## src/design/s2i_pkg.sv

```systemverilog
`default_nettype none
package s2i_pkg;

  // Parse phases.
  localparam logic [2:0] PH_IDLE   = 3'd0;
  localparam logic [2:0] PH_SPACE  = 3'd1;
  localparam logic [2:0] PH_LEAD   = 3'd2;
  localparam logic [2:0] PH_ZERO   = 3'd3;
  localparam logic [2:0] PH_DIGITS = 3'd4;
  localparam logic [2:0] PH_DONE   = 3'd5;

  localparam int unsigned CH_BITS     = 8;
  localparam int unsigned BASE_BITS   = 6;
  localparam int unsigned VALUE_W     = 64;
  localparam int unsigned OFFSET_W    = 16;

  localparam logic [BASE_BITS-1:0] BASE_RESET = 6'd10;
  localparam logic [BASE_BITS-1:0] BASE_DETECT = 6'd0;
  localparam logic [BASE_BITS-1:0] BASE_OCT = 6'd8;
  localparam logic [BASE_BITS-1:0] BASE_DEC = 6'd10;
  localparam logic [BASE_BITS-1:0] BASE_HEX = 6'd16;
  localparam logic [BASE_BITS-1:0] DIGIT_NONE = 6'h3F;

  localparam logic [CH_BITS-1:0] CH_ZERO  = 8'h30;
  localparam logic [CH_BITS-1:0] CH_NINE  = 8'h39;
  localparam logic [CH_BITS-1:0] CH_LO_A  = 8'h61;
  localparam logic [CH_BITS-1:0] CH_LO_Z  = 8'h7A;
  localparam logic [CH_BITS-1:0] CH_UP_A  = 8'h41;
  localparam logic [CH_BITS-1:0] CH_UP_Z  = 8'h5A;
  localparam logic [CH_BITS-1:0] CH_LO_X  = 8'h78;
  localparam logic [CH_BITS-1:0] CH_UP_X  = 8'h58;
  localparam logic [CH_BITS-1:0] CH_PLUS  = 8'h2B;
  localparam logic [CH_BITS-1:0] CH_MINUS = 8'h2D;
  localparam logic [CH_BITS-1:0] CH_SP    = 8'h20;
  localparam logic [CH_BITS-1:0] CH_TAB   = 8'h09;
  localparam logic [CH_BITS-1:0] CH_LF    = 8'h0A;
  localparam logic [CH_BITS-1:0] CH_VT    = 8'h0B;
  localparam logic [CH_BITS-1:0] CH_FF    = 8'h0C;
  localparam logic [CH_BITS-1:0] CH_CR    = 8'h0D;
  localparam logic [CH_BITS-1:0] LETTER_OFS = 8'd10;

  typedef struct packed {
    logic [CH_BITS-1:0] ch;
    logic               start_req;
  } item_t;

  typedef struct packed {
    logic [VALUE_W-1:0]   value;
    logic [OFFSET_W-1:0]  end_offset;
    logic [BASE_BITS-1:0] base_used;
  } result_t;

  function automatic logic [BASE_BITS-1:0] digit_of(input logic [CH_BITS-1:0] c);
    logic [BASE_BITS-1:0] d;
    begin
      d = DIGIT_NONE;
      if (c >= CH_ZERO && c <= CH_NINE) begin
        d = BASE_BITS'(c - CH_ZERO);
      end else if (c >= CH_LO_A && c <= CH_LO_Z) begin
        d = BASE_BITS'(c - CH_LO_A + LETTER_OFS);
      end else if (c >= CH_UP_A && c <= CH_UP_Z) begin
        d = BASE_BITS'(c - CH_UP_A + LETTER_OFS);
      end
      return d;
    end
  endfunction

  function automatic logic is_space(input logic [CH_BITS-1:0] c);
    return (c == CH_SP) || (c == CH_TAB) || (c == CH_LF) || (c == CH_VT) ||
           (c == CH_FF) || (c == CH_CR);
  endfunction

endpackage
`default_nettype wire

```

## src/design/string_to_integer_parser_core.sv

```systemverilog
`default_nettype none
// Channel  Direction  Handshake             Payload
// in_      input      in_valid / in_stall   in_ch, in_start_req
// out_     output     out_valid / out_stall out_value, out_end_offset, out_base_used
// cfg_     input      cfg_valid / cfg_ready cfg_base_setting
//
// One character is taken per cycle unless the input is stalled; the character that ends
// the parse passes the input register, then the result register presents the result.
// The throughput is set by the accumulator update, one multiply-add per unstalled cycle.
// Reset is synchronous and active low; the base register returns to ten.
// A refused result holds the parse stage, which stalls the input if its register is full.
module string_to_integer_parser_core #(
  parameter int unsigned VALUE_BITS  = 64,
  parameter int unsigned OFFSET_BITS = 16
) (
  input  wire logic        clk,
  input  wire logic        rst_n,
  input  wire logic        in_valid,
  output logic             in_stall,
  input  wire logic [7:0]  in_ch,
  input  wire logic        in_start_req,
  output logic             out_valid,
  input  wire logic        out_stall,
  output logic [63:0]      out_value,
  output logic [15:0]      out_end_offset,
  output logic [5:0]       out_base_used,
  input  wire logic        cfg_valid,
  output logic             cfg_ready,
  input  wire logic [5:0]  cfg_base_setting
);

  s2i_pkg::item_t   in_item;
  s2i_pkg::item_t   item;
  logic             item_valid;
  logic             proc_ok;
  logic             step;
  logic             res_valid;
  s2i_pkg::result_t res;
  s2i_pkg::result_t out_res;

  assign cfg_ready         = 1'b1;
  assign in_item.ch        = in_ch;
  assign in_item.start_req = in_start_req;
  assign step              = item_valid & proc_ok;

  s2i_in_stage u_in (
    .clk        (clk),
    .rst_n      (rst_n),
    .in_valid   (in_valid),
    .in_item    (in_item),
    .proc_ok    (proc_ok),
    .in_stall   (in_stall),
    .item_valid (item_valid),
    .item       (item)
  );

  s2i_parse #(
    .VALUE_BITS  (VALUE_BITS),
    .OFFSET_BITS (OFFSET_BITS)
  ) u_parse (
    .clk       (clk),
    .rst_n     (rst_n),
    .cfg_we    (cfg_valid & cfg_ready),
    .cfg_base  (cfg_base_setting),
    .step      (step),
    .item      (item),
    .res_valid (res_valid),
    .res       (res)
  );

  s2i_out_stage u_out (
    .clk       (clk),
    .rst_n     (rst_n),
    .res_valid (res_valid),
    .res       (res),
    .out_stall (out_stall),
    .proc_ok   (proc_ok),
    .out_valid (out_valid),
    .out_res   (out_res)
  );

  assign out_value      = out_res.value;
  assign out_end_offset = out_res.end_offset;
  assign out_base_used  = out_res.base_used;

  // The input only backs up behind a refused result.
  a_stall_cause: assert property (@(posedge clk) disable iff (!rst_n)
    in_stall |-> (out_valid && out_stall))
    else $error("input stalled without output back-pressure");

  // A new result is only loaded by a word that was processed.
  a_result_source: assert property (@(posedge clk) disable iff (!rst_n)
    (out_valid && !$past(out_valid && out_stall)) |-> $past(step))
    else $error("result appeared without a processed word");

  // Base detection always resolves to a real radix before digits are taken.
  a_base_resolved: assert property (@(posedge clk) disable iff (!rst_n)
    out_valid |-> (out_base_used != s2i_pkg::BASE_DETECT))
    else $error("result carries an unresolved base");

endmodule
`default_nettype wire

```

## src/design/s2i_in_stage.sv

```systemverilog
`default_nettype none
module s2i_in_stage (
  input  wire logic          clk,
  input  wire logic          rst_n,
  input  wire logic          in_valid,
  input  wire s2i_pkg::item_t in_item,
  input  wire logic          proc_ok,
  output logic               in_stall,
  output logic               item_valid,
  output s2i_pkg::item_t     item
);

  logic           valid_r;
  logic           valid_nxt;
  logic           accept;
  s2i_pkg::item_t item_r;

  // The held word leaves whenever the parse stage may advance.
  assign in_stall  = valid_r & ~proc_ok;
  assign accept    = in_valid & ~in_stall;
  assign valid_nxt = accept | (valid_r & ~proc_ok);

  always_ff @(posedge clk) begin
    if (!rst_n) begin
      valid_r <= 1'b0;
    end else begin
      valid_r <= valid_nxt;
    end
  end

  always_ff @(posedge clk) begin
    if (accept) begin
      item_r <= in_item;
    end
  end

  assign item_valid = valid_r;
  assign item       = item_r;

endmodule
`default_nettype wire

```

## src/design/s2i_parse.sv

```systemverilog
`default_nettype none
module s2i_parse #(
  parameter int unsigned VALUE_BITS  = 64,
  parameter int unsigned OFFSET_BITS = 16
) (
  input  wire logic                              clk,
  input  wire logic                              rst_n,
  input  wire logic                              cfg_we,
  input  wire logic [s2i_pkg::BASE_BITS-1:0]     cfg_base,
  input  wire logic                              step,
  input  wire s2i_pkg::item_t                    item,
  output logic                                   res_valid,
  output s2i_pkg::result_t                       res
);

  localparam int unsigned BB = s2i_pkg::BASE_BITS;

  logic [BB-1:0]          base_setting_r;
  logic [2:0]             phase_r, phase_nxt, phase_w;
  logic [VALUE_BITS-1:0]  acc_r, acc_nxt, acc_w;
  logic                   neg_r, neg_nxt, neg_w;
  logic [BB-1:0]          base_r, base_nxt, base_w;
  logic [OFFSET_BITS-1:0] pos_r, pos_nxt, pos_w;

  logic                   active;
  logic                   lead_path;
  logic                   take;
  logic                   emit;
  logic [BB-1:0]          take_base;
  logic [BB-1:0]          digit;
  logic [VALUE_BITS-1:0]  signed_acc;
  logic [31:0]            pos_wide;

  always_comb begin
    // A start word restarts the parse before the character is looked at.
    phase_w = item.start_req ? s2i_pkg::PH_SPACE : phase_r;
    acc_w   = item.start_req ? '0 : acc_r;
    neg_w   = item.start_req ? 1'b0 : neg_r;
    base_w  = item.start_req ? base_setting_r : base_r;
    pos_w   = item.start_req ? '0 : pos_r;

    phase_nxt = phase_w;
    acc_nxt   = acc_w;
    neg_nxt   = neg_w;
    base_nxt  = base_w;
    active    = 1'b1;
    lead_path = 1'b0;
    take      = 1'b0;
    take_base = base_w;
    emit      = 1'b0;
    digit     = s2i_pkg::digit_of(item.ch);

    case (phase_w)
      s2i_pkg::PH_SPACE: begin
        if (s2i_pkg::is_space(item.ch)) begin
          phase_nxt = s2i_pkg::PH_SPACE;
        end else if (item.ch == s2i_pkg::CH_PLUS || item.ch == s2i_pkg::CH_MINUS) begin
          neg_nxt   = (item.ch == s2i_pkg::CH_MINUS);
          phase_nxt = s2i_pkg::PH_LEAD;
        end else begin
          lead_path = 1'b1;
        end
      end
      s2i_pkg::PH_LEAD: begin
        lead_path = 1'b1;
      end
      s2i_pkg::PH_ZERO: begin
        phase_nxt = s2i_pkg::PH_DIGITS;
        if (item.ch == s2i_pkg::CH_LO_X || item.ch == s2i_pkg::CH_UP_X) begin
          base_nxt = s2i_pkg::BASE_HEX;
        end else begin
          take_base = (base_w == s2i_pkg::BASE_DETECT) ? s2i_pkg::BASE_OCT : base_w;
          take      = 1'b1;
        end
      end
      s2i_pkg::PH_DIGITS: begin
        take = 1'b1;
      end
      default: begin
        active = 1'b0;
      end
    endcase

    if (lead_path) begin
      if ((base_w == s2i_pkg::BASE_DETECT || base_w == s2i_pkg::BASE_HEX) &&
          item.ch == s2i_pkg::CH_ZERO) begin
        phase_nxt = s2i_pkg::PH_ZERO;
      end else begin
        take_base = (base_w == s2i_pkg::BASE_DETECT) ? s2i_pkg::BASE_DEC : base_w;
        phase_nxt = s2i_pkg::PH_DIGITS;
        take      = 1'b1;
      end
    end

    if (take) begin
      base_nxt = take_base;
      if (digit >= take_base) begin
        emit      = 1'b1;
        phase_nxt = s2i_pkg::PH_DONE;
      end else begin
        acc_nxt = acc_w * VALUE_BITS'(take_base) + VALUE_BITS'(digit);
      end
    end

    // The position counts consumed characters and sticks at its top value.
    pos_nxt = pos_w;
    if (active && !emit && !(&pos_w)) begin
      pos_nxt = pos_w + 1'b1;
    end
  end

  assign signed_acc = neg_w ? (~acc_w + 1'b1) : acc_w;
  assign pos_wide   = 32'(pos_w);

  always_comb begin
    res.value      = s2i_pkg::VALUE_W'($signed(signed_acc));
    res.end_offset = (pos_wide > 32'h0000_FFFF) ? 16'hFFFF : pos_wide[15:0];
    res.base_used  = take_base;
  end

  assign res_valid = step & emit;

  always_ff @(posedge clk) begin
    if (!rst_n) begin
      base_setting_r <= s2i_pkg::BASE_RESET;
      phase_r        <= s2i_pkg::PH_IDLE;
      acc_r          <= '0;
      neg_r          <= 1'b0;
      base_r         <= '0;
      pos_r          <= '0;
    end else begin
      if (cfg_we) begin
        base_setting_r <= cfg_base;
      end
      if (step) begin
        phase_r <= phase_nxt;
        acc_r   <= acc_nxt;
        neg_r   <= neg_nxt;
        base_r  <= base_nxt;
        pos_r   <= pos_nxt;
      end
    end
  end

endmodule
`default_nettype wire

```

## src/design/s2i_out_stage.sv

```systemverilog
`default_nettype none
module s2i_out_stage (
  input  wire logic             clk,
  input  wire logic             rst_n,
  input  wire logic             res_valid,
  input  wire s2i_pkg::result_t res,
  input  wire logic             out_stall,
  output logic                  proc_ok,
  output logic                  out_valid,
  output s2i_pkg::result_t      out_res
);

  logic             valid_r;
  logic             valid_nxt;
  s2i_pkg::result_t res_r;

  // The register is free unless it holds a word that is being refused.
  assign proc_ok   = ~(valid_r & out_stall);
  assign valid_nxt = res_valid | (valid_r & out_stall);

  always_ff @(posedge clk) begin
    if (!rst_n) begin
      valid_r <= 1'b0;
    end else begin
      valid_r <= valid_nxt;
    end
  end

  always_ff @(posedge clk) begin
    if (res_valid) begin
      res_r <= res;
    end
  end

  assign out_valid = valid_r;
  assign out_res   = res_r;

endmodule
`default_nettype wire

```

## config.mk

```make
export PLATFORM = sky130hd
export DESIGN_NAME = string_to_integer_parser_core
export DESIGN_NICKNAME = d
export VERILOG_FILES = /design/src/design/s2i_pkg.sv /design/src/design/string_to_integer_parser_core.sv /design/src/design/s2i_in_stage.sv /design/src/design/s2i_parse.sv /design/src/design/s2i_out_stage.sv
export SDC_FILE = /design/constraint.sdc
export NUM_CORES = 1
export LEC_CHECK = 0
export ABC_CLOCK_PERIOD_IN_PS = 24200
export BUFFER_PORTS_ARGS = -buffer_cell sky130_fd_sc_hd__buf_2
export CAP_MARGIN = 20
export CORE_ASPECT_RATIO = 0.5
export CORE_MARGIN = 8
export CORE_UTILIZATION = 55
export CTS_CLUSTER_DIAMETER = 30
export DETAILED_ROUTE_END_ITERATION = 16
export GPL_TIMING_DRIVEN = 0
export PLACE_DENSITY = 0.76
export SLEW_MARGIN = 40
export SYNTH_ARGS = -nofsm -noshare
export SYNTH_HDL_FRONTEND = slang
export SYNTH_SLANG_ARGS = --single-unit
```

## constraint.sdc

```tcl
create_clock -name clk -period 24.2 [get_ports clk]
set_input_delay 2.42 -clock clk [delete_from_list [all_inputs] [get_ports clk]]
set_output_delay 2.42 -clock clk [all_outputs]
set_load 0.05 [all_outputs]
```

==> results of run 1 <==
## logic make-up after synthesis
kind of cell    after synthesis
simple gates                900
buf+inv                     255
mux                          11
other cells                   1
fa+ha+maj                   386
flops                       193
compound gates              423
xor+xnor                    143
## synthesized netlist by cell type (62+ instances only)
master and count:
edfxtp_1 95, o21ai_0 94, nor2_1 167, fa_1 240
dfxtp_1 98, and2_1 331, nand3_1 62, ha_1 146
nand2_1 191, clkbuf_1 143, inv_1 90, xor2_1 84
a21oi_1 116
## sequential cells by signal (all words and copies together) (netlist names)
| signal | flops |
|---|---|
| u_parse.base_setting_r | 6 |
| u_parse.phase_r | 3 |
| u_in.item | 9 |
| u_parse.base_r | 6 |
| u_out.out_res | 86 |
| u_parse.neg_r | 1 |
| u_parse.acc_r | 64 |
| u_in.item_valid | 1 |
| u_out.out_valid | 1 |
| u_parse.pos_r | 16 |
## power groups by stage
| stage | Combinational, uW | Clock (uW) | Sequential, uW |
|---|---|---|---|
| 2_1_floorplan | 45.1 | 0 | 372 |
| 4_1_cts | 90.1 | 306 | 352 |
| 5_1_grt | 98.6 | 318 | 353 |
| 6_report | 93.4 | 306 | 352 |
| 3_3_place_gp | 85.7 | 0 | 362 |
| 3_5_place_dp | 89.6 | 0 | 360 |
## critical path: stages (launching register included)
cell and delay, ns:
edfxtp_1 0.42, clkbuf_1 0.68, nor2b_1 0.38, a21oi_1 0.46, inv_1 0.15, a21oi_1 0.28, o22a_1 0.23, nand2_1 0.36
nor2_1 0.24, buf_1 0.55, clkbuf_1 0.39, and2_1 0.20, fa_1 0.45, fa_1 0.54, fa_1 0.49, ha_1 0.31
ha_1 0.30, clkbuf_1 0.37, nand4_1 0.24, or3_1 0.45, a21boi_0 0.17, o41ai_1 0.36, a21oi_1 0.23, o31ai_2 0.51
a31oi_1 0.27, o21ai_1 0.47, xnor2_1 0.17, o21ai_0 0.08
## through the flow
stage	hold slack [ns]	cell area (um^2)	util, %	instances
3_5_place_dp	0.488	22500	59.7	2952
5_1_grt	0.541	23100	61.3	2984
2_1_floorplan	0.455	21200	-	2312
3_3_place_gp	0.479	22400	59.4	2938
6_report	0.500	23200	61.4	2989
4_1_cts	0.500	23100	61.3	2984
## final cells by class
cell class / count / share of cell area [%]
diodes: 5 / 0.0540
plain buffers: 164 / 2.73
clock buffers: 17 / 1.84
clock inverters: 15 / 0.821
inverters: 91 / 1.48
multi-input cells: 1864 / 66.8
flip-flops and latches: 193 / 20.8
well taps: 520 / 2.81
repair buffers: 120 / 2.71
## cell usage in the layout (no fill, tap or decap), types with 62 or more instances in the layout
cell      instances
nand2_1         191
nor2_1          167
ha_1            146
dfxtp_1          98
xor2_1           84
and2_1          331
fa_1            240
edfxtp_1         95
inv_1            90
buf_2           113
nand3_1          62
a21oi_1         116
o21ai_0          94
clkbuf_1        142
## final timing paths
path	slack [ns]	end	cells after the start
max	14.30	u_parse.acc_r[63]$_SDFFE_PN0P_	27
min	0.50	u_parse.acc_r[63]$_SDFFE_PN0P_	2
max reg2reg	14.30	u_parse.acc_r[63]$_SDFFE_PN0P_	27
min reg2reg	0.50	u_parse.acc_r[63]$_SDFFE_PN0P_	2
## metal layers
metal / GRT usage, % / vias up / wire length, um
li1: - / 8095 / -
met1: 36.9 / 8806 / 25600
met2: 42.8 / 901 / 28500
met3: 8.11 / 142 / 7210
met4: 9.43 / 4 / 1960
met5: 0.997 / - / 69
==> results.md, run 1 <==
- Kind of critical path: flop to flop
- Slew HR: 38.2%
- Root buf cell: clkbuf_16
- Max Slew Vio Count: 0
- Cell Area, Synth: 21,200 um^2
- Initial antenna violation count: 1
- Unrepaired setup endpoints after global routing: false
- Nets: 2,857
- Syn_area_per_cell: 9.18 um^2
- Core ar.: 37,700 um^2
- # IOs: 109
- Hold bufs inserted after CTS: 0
- FF+latch count, synth: 193
- Simple-gate share of the synthesized area: 22.1%
- Routed vias/inst: 6.00
- Ys async rst share: 0%
- Xor/xnor share of the synthesized area: 5.90%
- LEAKAGE: 0.0110 uW
- Vias in the first global route: 17.7k
- Total global routing overflow: 0
- Final Critical Period: 9.90 ns
- Adder-Cell Fraction of Synth Area: 31.3%
- Worst hold path class: flop to flop
- R2r startpoint: u_in.item[0]$_DFFE_PP_
- Cell Int Power: 514 uW
- Clock share of power: 40.7%
- Area Overhead vs Synth: 9.15%
- Peak Freq: 101 MHz
- Total power: 752 uW
- Reg area: 4810 um^2
- Dpl ws: 14.78 ns
- TNS Setup: 0 ns
- Final setup violation count: 0
- DPL Wire Length: 50.1 mm
- Total number of vias: 17.9k
- CP startpoint: u_in.item[0]$_DFFE_PP_
- DIE WIDTH: 294 um
- P_sw: 238 uW
- Largest family of logic cells by synthesized area: adder cells
- Fillers: 3,194
- Clock latency at the later pin of the worst-skew pair: 0.48 ns
- Clock sink count: 193
- Worst-Margin Slew: 0.927 ns
- WL per Instance: 21.2 um
- PnR worst setup slack: 14.30 ns
- TritonCTS buffer count: 17
- Compound-cell area share of the yosys netlist: 12.9%
- Sequential area share after synthesis: 22.7%
- DRT Pass-1 Iters: 6
- Setup Fix Bufs, Post-CTS: 0
- Worst VDD drop: 0.0380 mV
- Fraction of layout cells with a size suffix above 1: 7.51%
- Min-delay src: u_parse.acc_r[63]$_SDFFE_PN0P_
- Antenna viol nets, final: 0
- Power Density: 32.5 nW/um^2
- Clk buf depth: 2
- Die Y: 155 um
- Multi-input logic area: 15,500 um^2
- Leading register cell type out of synthesis: dfxtp_1
- Yosys cell types: 79
- CP Capture Type: flop
- Largest net degree at the start of global routing: 23
- GRT Overall Usage: 27.6%
- Starting Density: 56.2%
- Mux cell area share after synthesis: 0.537%
- EDFF count, synth: 95
- IO Port Bufs: 106
- Final Hold Viols: 0
- Drt total wl: 63.3 mm
- Data required, critical path: 24.54 ns
- Synthesis Warnings: 0
- Residual DRC: 0
- Worst endpoint data arrival time: 10.24 ns
- Mapped Cells: 2,312
- Final worst path period share: 40.9%
- Post-synth top area share: 22.6%
- Initial DRC Count: 1,849
- H-tree depth: 4
- CP max FO: 10
- Sequential share of power: 46.8%
- Syn_nets: 2,718
- Outcome: completed
- Logic pwr share: 12.4%
- Die area: 45,500 um^2
- GP Congestion: 0.984
- Reg clk slew, reported paths: 0.09 ns
- Resize count post-CTS: 0
- CTS tree: done
- Yosys top cell by area: fa_1
- Sw Share: 31.7%
- Worst Clk Skew: 0.0147 ns
- CP startpoint kind: flop
- First-pass GRT wire length: 99.2 mm
- # rows: 50
- Largest cells by area after synthesis: fa_1 23%, edfxtp_1 13%, and2_1 9.8%
- Max Cap Viol: 0
(Power assumes the default switching activity.)
==> run 2, diff against run 1 <==
--- a/config.mk
+++ b/config.mk
@@ -5,7 +5,7 @@
 export SDC_FILE = /design/constraint.sdc
 export NUM_CORES = 1
 export LEC_CHECK = 0
-export ABC_CLOCK_PERIOD_IN_PS = 24200
+export ABC_CLOCK_PERIOD_IN_PS = 10100
 export BUFFER_PORTS_ARGS = -buffer_cell sky130_fd_sc_hd__buf_2
 export CAP_MARGIN = 20
 export CORE_ASPECT_RATIO = 0.5
==> constraint.sdc (replaced) <==
create_clock -name clk -period 10.1 [get_ports clk]
set_input_delay 1.01 -clock clk [delete_from_list [all_inputs] [get_ports clk]]
set_output_delay 1.01 -clock clk [all_outputs]
set_load 0.05 [all_outputs]
==> run 2 against run 1 <==
Against the previous run:
- worst hold slack gained 0.0027 ns
- register-to-register slack worse by 14 ns
- die area is the same
- sequential power increased by 140%
- global-route usage unchanged
- critical endpoint unchanged
- largest cell class unchanged
==> results.md, run 2 (synthesis results as in run 1) <==
- Area Overhead vs Synth: 9.15% (about the same)
- H-tree depth: 4 (unchanged)
- Cell Int Power: 1230 uW (+140%)
- # IOs: 109 (unchanged)
- Clock share of power: 40.7% (about the same)
- Reg clk slew, reported paths: 0.09 ns (about the same)
- Initial antenna violation count: 1 (unchanged)
- Drt total wl: 63.2 mm (-0.15%)
- P_sw: 570 uW (+140%)
- Nets: 2,857 (unchanged)
- GP Congestion: 0.984 (unchanged)
- GRT Overall Usage: 27.6% (unchanged)
- Most frequent cells in the layout: 331 x and2_1, 240 x fa_1, 191 x nand2_1, 167 x nor2_1, 146 x ha_1
- Clock latency at the later pin of the worst-skew pair: 0.48 ns (about the same)
- R2R depth: 29 (+7.4%)
- Starting Density: 56.2% (unchanged)
- Sw Share: 31.6% (-0.046 points)
- Fillers: 3,194 (unchanged)
- Total global routing overflow: 0 (unchanged)
- CTS tree: done
- Clock sink count: 193 (unchanged)
- CP startpoint kind: flop
- Worst VDD drop: 0.0914 mV (+140%)
- WL per Instance: 21.1 um (-0.15%)
- CP Capture Type: flop
- Sequential share of power: 46.9% (about the same)
- Crit path top cell by count: inv_1
- Root buf cell: clkbuf_16
- Core ar.: 37,700 um^2 (unchanged)
- Hold bufs inserted after CTS: 0 (unchanged)
- Routed vias/inst: 5.97 (-0.55%)
- CP startpoint: u_in.item[0]$_DFFE_PP_
- Hold slack final: 0.503 ns (+0.00268 ns)
- Max stage delay on crit path: 0.67 ns (about the same)
- Data required, critical path: 10.44 ns (-14.10 ns)
- Unrepaired setup endpoints after global routing: false
- Worst hold path class: flop to flop
- Final setup violation count: 0 (unchanged)
- DRT Pass-1 Iters: 7 (+1)
- Kind of critical path: flop to flop
- Die Y: 155 um (unchanged)
- Vias in the first global route: 17.7k (unchanged)
- Logic pwr share: 12.4% (about the same)
- Worst endpoint data arrival time: 9.92 ns (-0.32 ns)
- R2r startpoint: u_in.item[0]$_DFFE_PP_
- Largest net degree at the start of global routing: 23 (unchanged)
- Total number of vias: 17.9k (-0.55%)
- Slew HR: 37.8% (-0.43 points)
- Commonest non-fill, non-tap cell in the layout: and2_1
- Max Slew Vio Count: 0 (unchanged)
- TritonCTS buffer count: 17 (unchanged)
- Reg-to-Reg End: u_parse.acc_r[63]$_SDFFE_PN0P_
- Residual DRC: 0 (unchanged)
- Final Hold Viols: 0 (unchanged)
- Total power: 1800 uW (+140%)
- Antenna viol nets, final: 0 (unchanged)
- Setup crit end: u_parse.acc_r[63]$_SDFFE_PN0P_
- Final Critical Period: 9.58 ns (-0.322 ns)
- CP max FO: 10 (unchanged)
- Initial DRC Count: 1,918 (+3.7%)
- # rows: 50 (unchanged)
- Fraction of layout cells with a size suffix above 1: 7.55% (+0.041 points)
- Clk buf depth: 2 (unchanged)
- Power Density: 77.8 nW/um^2 (+140%)
- Max Cap Viol: 0 (unchanged)
- IO Port Bufs: 106 (unchanged)
- R2r setup slk: 0.52 ns (-13.78 ns)
- Peak Freq: 104 MHz (+3.4%)
- CP max-delay cell: nor4_1
- Max reg flops: 86 (unchanged)
- First-pass GRT wire length: 99.2 mm (unchanged)
- Die area: 45,500 um^2 (unchanged)
- Outcome: completed
- Final worst path period share: 94.9% (+54 points)
- TNS Setup: 0 ns (unchanged)
- DIE WIDTH: 294 um (unchanged)
- LEAKAGE: 0.0110 uW (about the same)
- DPL Wire Length: 50.1 mm (unchanged)
- Worst Clk Skew: 0.0150 ns (+0.000355 ns)
- Worst-Margin Slew: 0.934 ns (+0.00652 ns)
-- run 2: layout make-up --
| class | count | area (um^2) | share of cell area, % |
|---|---|---|---|
| Clock buffer | 17 | 425 | 1.84 |
| Clock inverter | 15 | 190 | 0.821 |
| Timing Repair Buffer | 120 | 627 | 2.71 |
| Tap cell | 520 | 651 | 2.81 |
| Antenna cell | 5 | 12.5 | 0.0540 |
| Sequential cell | 193 | 4810 | 20.8 |
| Multi-Input combinational cell | 1864 | 15500 | 66.8 |
| Inverter | 91 | 342 | 1.48 |
| Buffer | 164 | 633 | 2.73 |
-- run 2: worst min-delay path by stage --
stage,from,to,depth (start not counted)
floorplan,u_parse.base_setting_r[1]$_SDFFE_PN1P_,u_parse.base_setting_r[1]$_SDFFE_PN1P_,2
global placement,u_parse.base_setting_r[4]$_SDFFE_PN0P_,u_parse.base_setting_r[4]$_SDFFE_PN0P_,2
detailed placement,u_parse.acc_r[63]$_SDFFE_PN0P_,u_parse.acc_r[63]$_SDFFE_PN0P_,2
CTS,u_parse.acc_r[63]$_SDFFE_PN0P_,u_parse.acc_r[63]$_SDFFE_PN0P_,2
global route,u_parse.pos_r[2]$_SDFFE_PN0P_,u_parse.pos_r[2]$_SDFFE_PN0P_,2
finish,u_parse.acc_r[63]$_SDFFE_PN0P_,u_parse.acc_r[63]$_SDFFE_PN0P_,2
-- run 2: metal layers --
| metal | track usage [%] | wire [um] |
|---|---|---|
| met1 | 36.9 | 25800 |
| met2 | 42.8 | 28400 |
| met3 | 8.11 | 6990 |
| met4 | 9.43 | 1950 |
| met5 | 0.997 | 69 |
-- run 2: power by group through the flow --
stage	logic, uW	clock network [uW]	registers, uW
2_1_floorplan	108	0	892
3_3_place_gp	205	0	867
3_5_place_dp	215	0	862
4_1_cts	216	732	844
5_1_grt	236	761	846
6_report	224	733	844
-- run 2: what timing repair did --
action | CTS | global route
setup buffers | 0 | 0
setup endpoints to repair | 0 | 2
gates resized for setup | 0 | 2
-- run 2: stage by stage --
step,util (%),worst slack (ns),area [um^2],cells
floorplan,-,0.714,21200,2312
global placement,59.4,-3.49,22400,2938
detailed placement,59.7,0.677,22500,2952
CTS,61.3,0.610,23100,2984
global route,61.3,0.185,23100,2984
finish,61.4,0.519,23200,2989
-- run 2: worst max-delay path, delay by kind of cell (launching register included) --
family / cells / cell delay [ns]
xor+xnor: 1 / 0.17
fa+ha+maj: 5 / 2.33
compound gates: 10 / 2.94
flops: 1 / 0.45
buf+inv: 8 / 1.44
simple gates: 5 / 2.07
==> run 3, diff against run 2 <==
--- a/config.mk
+++ b/config.mk
@@ -10,11 +10,12 @@
 export CAP_MARGIN = 20
 export CORE_ASPECT_RATIO = 0.5
 export CORE_MARGIN = 8
-export CORE_UTILIZATION = 55
+export CORE_UTILIZATION = 64
 export CTS_CLUSTER_DIAMETER = 30
 export DETAILED_ROUTE_END_ITERATION = 16
 export GPL_TIMING_DRIVEN = 0
-export PLACE_DENSITY = 0.76
+export PLACE_DENSITY = 0.86
+export SKIP_LAST_GASP = 1
 export SLEW_MARGIN = 40
 export SYNTH_ARGS = -nofsm -noshare
 export SYNTH_HDL_FRONTEND = slang
==> constraint.sdc (replaced) <==
create_clock -name clk -period 10.1 [get_ports clk]
set_input_delay 1.515 -clock clk [delete_from_list [all_inputs] [get_ports clk]]
set_output_delay 1.515 -clock clk [all_outputs]
set_load 0.05 [all_outputs]
==> run 3 against run 2 <==
Against the previous run:
- first-iteration DRC count up 34%
- sequential share of layout area up 0.12 points
- sequential power about the same
- non-clock buffer count down 2
- global-route usage up 5.3 points
- critical path type unchanged
==> results.md, run 3 (synthesis results as in run 1) <==
- Initial antenna violation count: 1 (unchanged)
- Initial DRC Count: 2,562 (+34%)
- First-pass GRT wire length: 102 mm (+2.4%)
- LEAKAGE: 0.0110 uW (-0.20%)
- CP max FO: 10 (unchanged)
- TNS Setup: 0 ns (unchanged)
- Max Slew Vio Count: 0 (unchanged)
- # diodes: 0 (-5)
- CP startpoint kind: flop
- Area Overhead vs Synth: 8.51%
- Setup Fix Bufs, Post-CTS: 0 (unchanged)
- TritonCTS buffer count: 17 (unchanged)
- Power Density: 78.1 nW/um^2 (+0.48%)
- Worst endpoint data arrival time: 9.84 ns (-0.08 ns)
- Total power: 1800 uW (-0.11%)
- Worst Clk Skew: 0.0206 ns (+0.00555 ns)
- CTS tree: done
- Final worst path period share: 94.1% (-0.76 points)
- Unrepaired setup endpoints after global routing: false
- Data required, critical path: 10.44 ns (about the same)
- Antenna viol nets, final: 0 (unchanged)
- Met3 track demand over resource: 8.65% (+0.53 points)
- Worst hold stages: 2 (unchanged)
- Dpl ws: 0.753 ns (+0.0765 ns)
- Worst-Margin Slew: 0.972 ns (+0.0387 ns)
- Final setup violation count: 0 (unchanged)
- Commonest non-fill, non-tap cell in the layout: and2_1
- Max reg flops: 86 (unchanged)
- # rows: 47 (-6.0%)
- GP Congestion: 0.987 (+0.38%)
- Hold bufs inserted after CTS: 0 (unchanged)
- Resize count post-CTS: 0 (unchanged)
- Met2 usage: 51.7% (+9.0 points)
- GRT Overall Usage: 32.9% (+5.3 points)
- Vias in the first global route: 18.5k (+4.7%)
- CP Capture Type: flop
- Worst hold path class: flop to flop
- DRT Pass-1 Iters: 6 (-1)
- DPL Wire Length: 50.0 mm (-0.27%)
- Peak Freq: 105 MHz (+0.81%)
- IO Port Bufs: 106 (unchanged)
- R2R depth: 27 (-6.9%)
- Most frequent cells in the layout: 331 x and2_1, 240 x fa_1, 191 x nand2_1, 167 x nor2_1, 146 x ha_1
- Die Y: 145 um (-6.5%)
- Slew HR: 35.2% (-2.6 points)
- Total number of vias: 18.7k (+4.8%)
- Largest net degree at the start of global routing: 22 (-4.3%)
- Final Hold Viols: 0 (unchanged)
- WL per Instance: 22.4 um (+5.9%)
- Final Critical Period: 9.50 ns (-0.0769 ns)
- Root buf cell: clkbuf_16
- Reg clk slew, reported paths: 0.09 ns (about the same)
- Max Cap Viol: 0 (unchanged)
- Total global routing overflow: 0 (unchanged)
- # IOs: 109 (unchanged)
- Kind of critical path: flop to flop
- Core ar.: 32,900 um^2 (-13%)
- Hold slack final: 0.518 ns (+0.0150 ns)
- Clk buf depth: 2 (unchanged)
- PnR worst setup slack: 0.596 ns (+0.0769 ns)
- Busiest grt layer: met2
- Clock latency at the later pin of the worst-skew pair: 0.48 ns (about the same)
- Outcome: completed
- Drt total wl: 65.0 mm (+2.9%)
- M1 GR Usage: 42.8% (+6.0 points)
- Residual DRC: 0 (unchanged)
- DIE WIDTH: 273 um (-6.9%)
- Nets: 2,855 (-0.070%)
- H-tree depth: 4 (unchanged)
- Die area: 39,600 um^2 (-13%)
- Starting Density: 64.5% (+8.3 points)
- Routed vias/inst: 6.45 (+7.9%)
- Clock sink count: 193 (unchanged)
- Fraction of layout cells with a size suffix above 1: 7.31% (-0.24 points)
- Worst VDD drop: 0.127 mV (+39%)
run 3: cell count changes in the layout (fill, tap and decap cells not counted), moves of 2 or more:
cell	previous run	this run
diode_2	5	0
buf_2	113	110
buf_4	9	11
inv_12	3	1
run 3: power by group:
part | internal (uW) | switching [uW] | total [uW]
Combinational | 53.8 | 172 | 226
Clock | 337 | 391 | 728
Sequential | 835 | 9.91 | 845
run 3: metrics by stage:
| step | cell area (um^2) | util [%] | std cells |
|---|---|---|---|
| 6_report | 23000 | 70.0 | 2903 |
| 3_3_place_gp | 22300 | 67.8 | 2859 |
| 5_1_grt | 23000 | 70.0 | 2903 |
| 4_1_cts | 23000 | 70.0 | 2903 |
| 2_1_floorplan | 21200 | - | 2312 |
| 3_5_place_dp | 22400 | 68.2 | 2871 |
run 3: layer usage:
layer,part of all wire [%],up-vias
met5,0.26,-
met4,4.7,8
met3,12,237
met2,45,1199
met1,38,9187
li1,-,8079
run 3: layout make-up:
cell class                      count  area [um^2]
Buffer                            164          632
Clock buffer                       17          425
Clock inverter                     15          174
Tap cell                          441          552
Multi-Input combinational cell   1864        15500
Timing Repair Buffer              118          616
Fill cell                        2513         9860
Sequential cell                   193         4810
Inverter                           91          342
run 3: critical path, cell delays in order (launching register included):
cell	delay [ns]
edfxtp_1	0.45
clkbuf_2	0.33
clkbuf_1	0.34
a21oi_1	0.45
inv_1	0.13
a21oi_1	0.33
o22a_1	0.21
nand2_1	0.38
nor2_1	0.25
buf_1	0.63
clkbuf_1	0.40
and2_1	0.21
fa_1	0.44
fa_1	0.52
fa_1	0.52
ha_1	0.32
ha_1	0.27
clkbuf_1	0.36
nand4_1	0.23
or3_1	0.46
a21boi_0	0.17
o41ai_1	0.34
a21oi_1	0.21
o31ai_2	0.53
a31oi_1	0.31
o21ai_1	0.35
xnor2_1	0.15
o21ai_0	0.09
run 3: path summary, 6_finish.rpt:
path | slack (ns) | from | to
hold reg to reg | 0.52 | u_parse.acc_r[63]$_SDFFE_PN0P_ | u_parse.acc_r[63]$_SDFFE_PN0P_
setup reg to reg | 0.60 | u_in.item[0]$_DFFE_PP_ | u_parse.acc_r[63]$_SDFFE_PN0P_
hold / removal | 0.52 | u_parse.acc_r[63]$_SDFFE_PN0P_ | u_parse.acc_r[63]$_SDFFE_PN0P_
setup / recovery | 0.60 | u_in.item[0]$_DFFE_PP_ | u_parse.acc_r[63]$_SDFFE_PN0P_
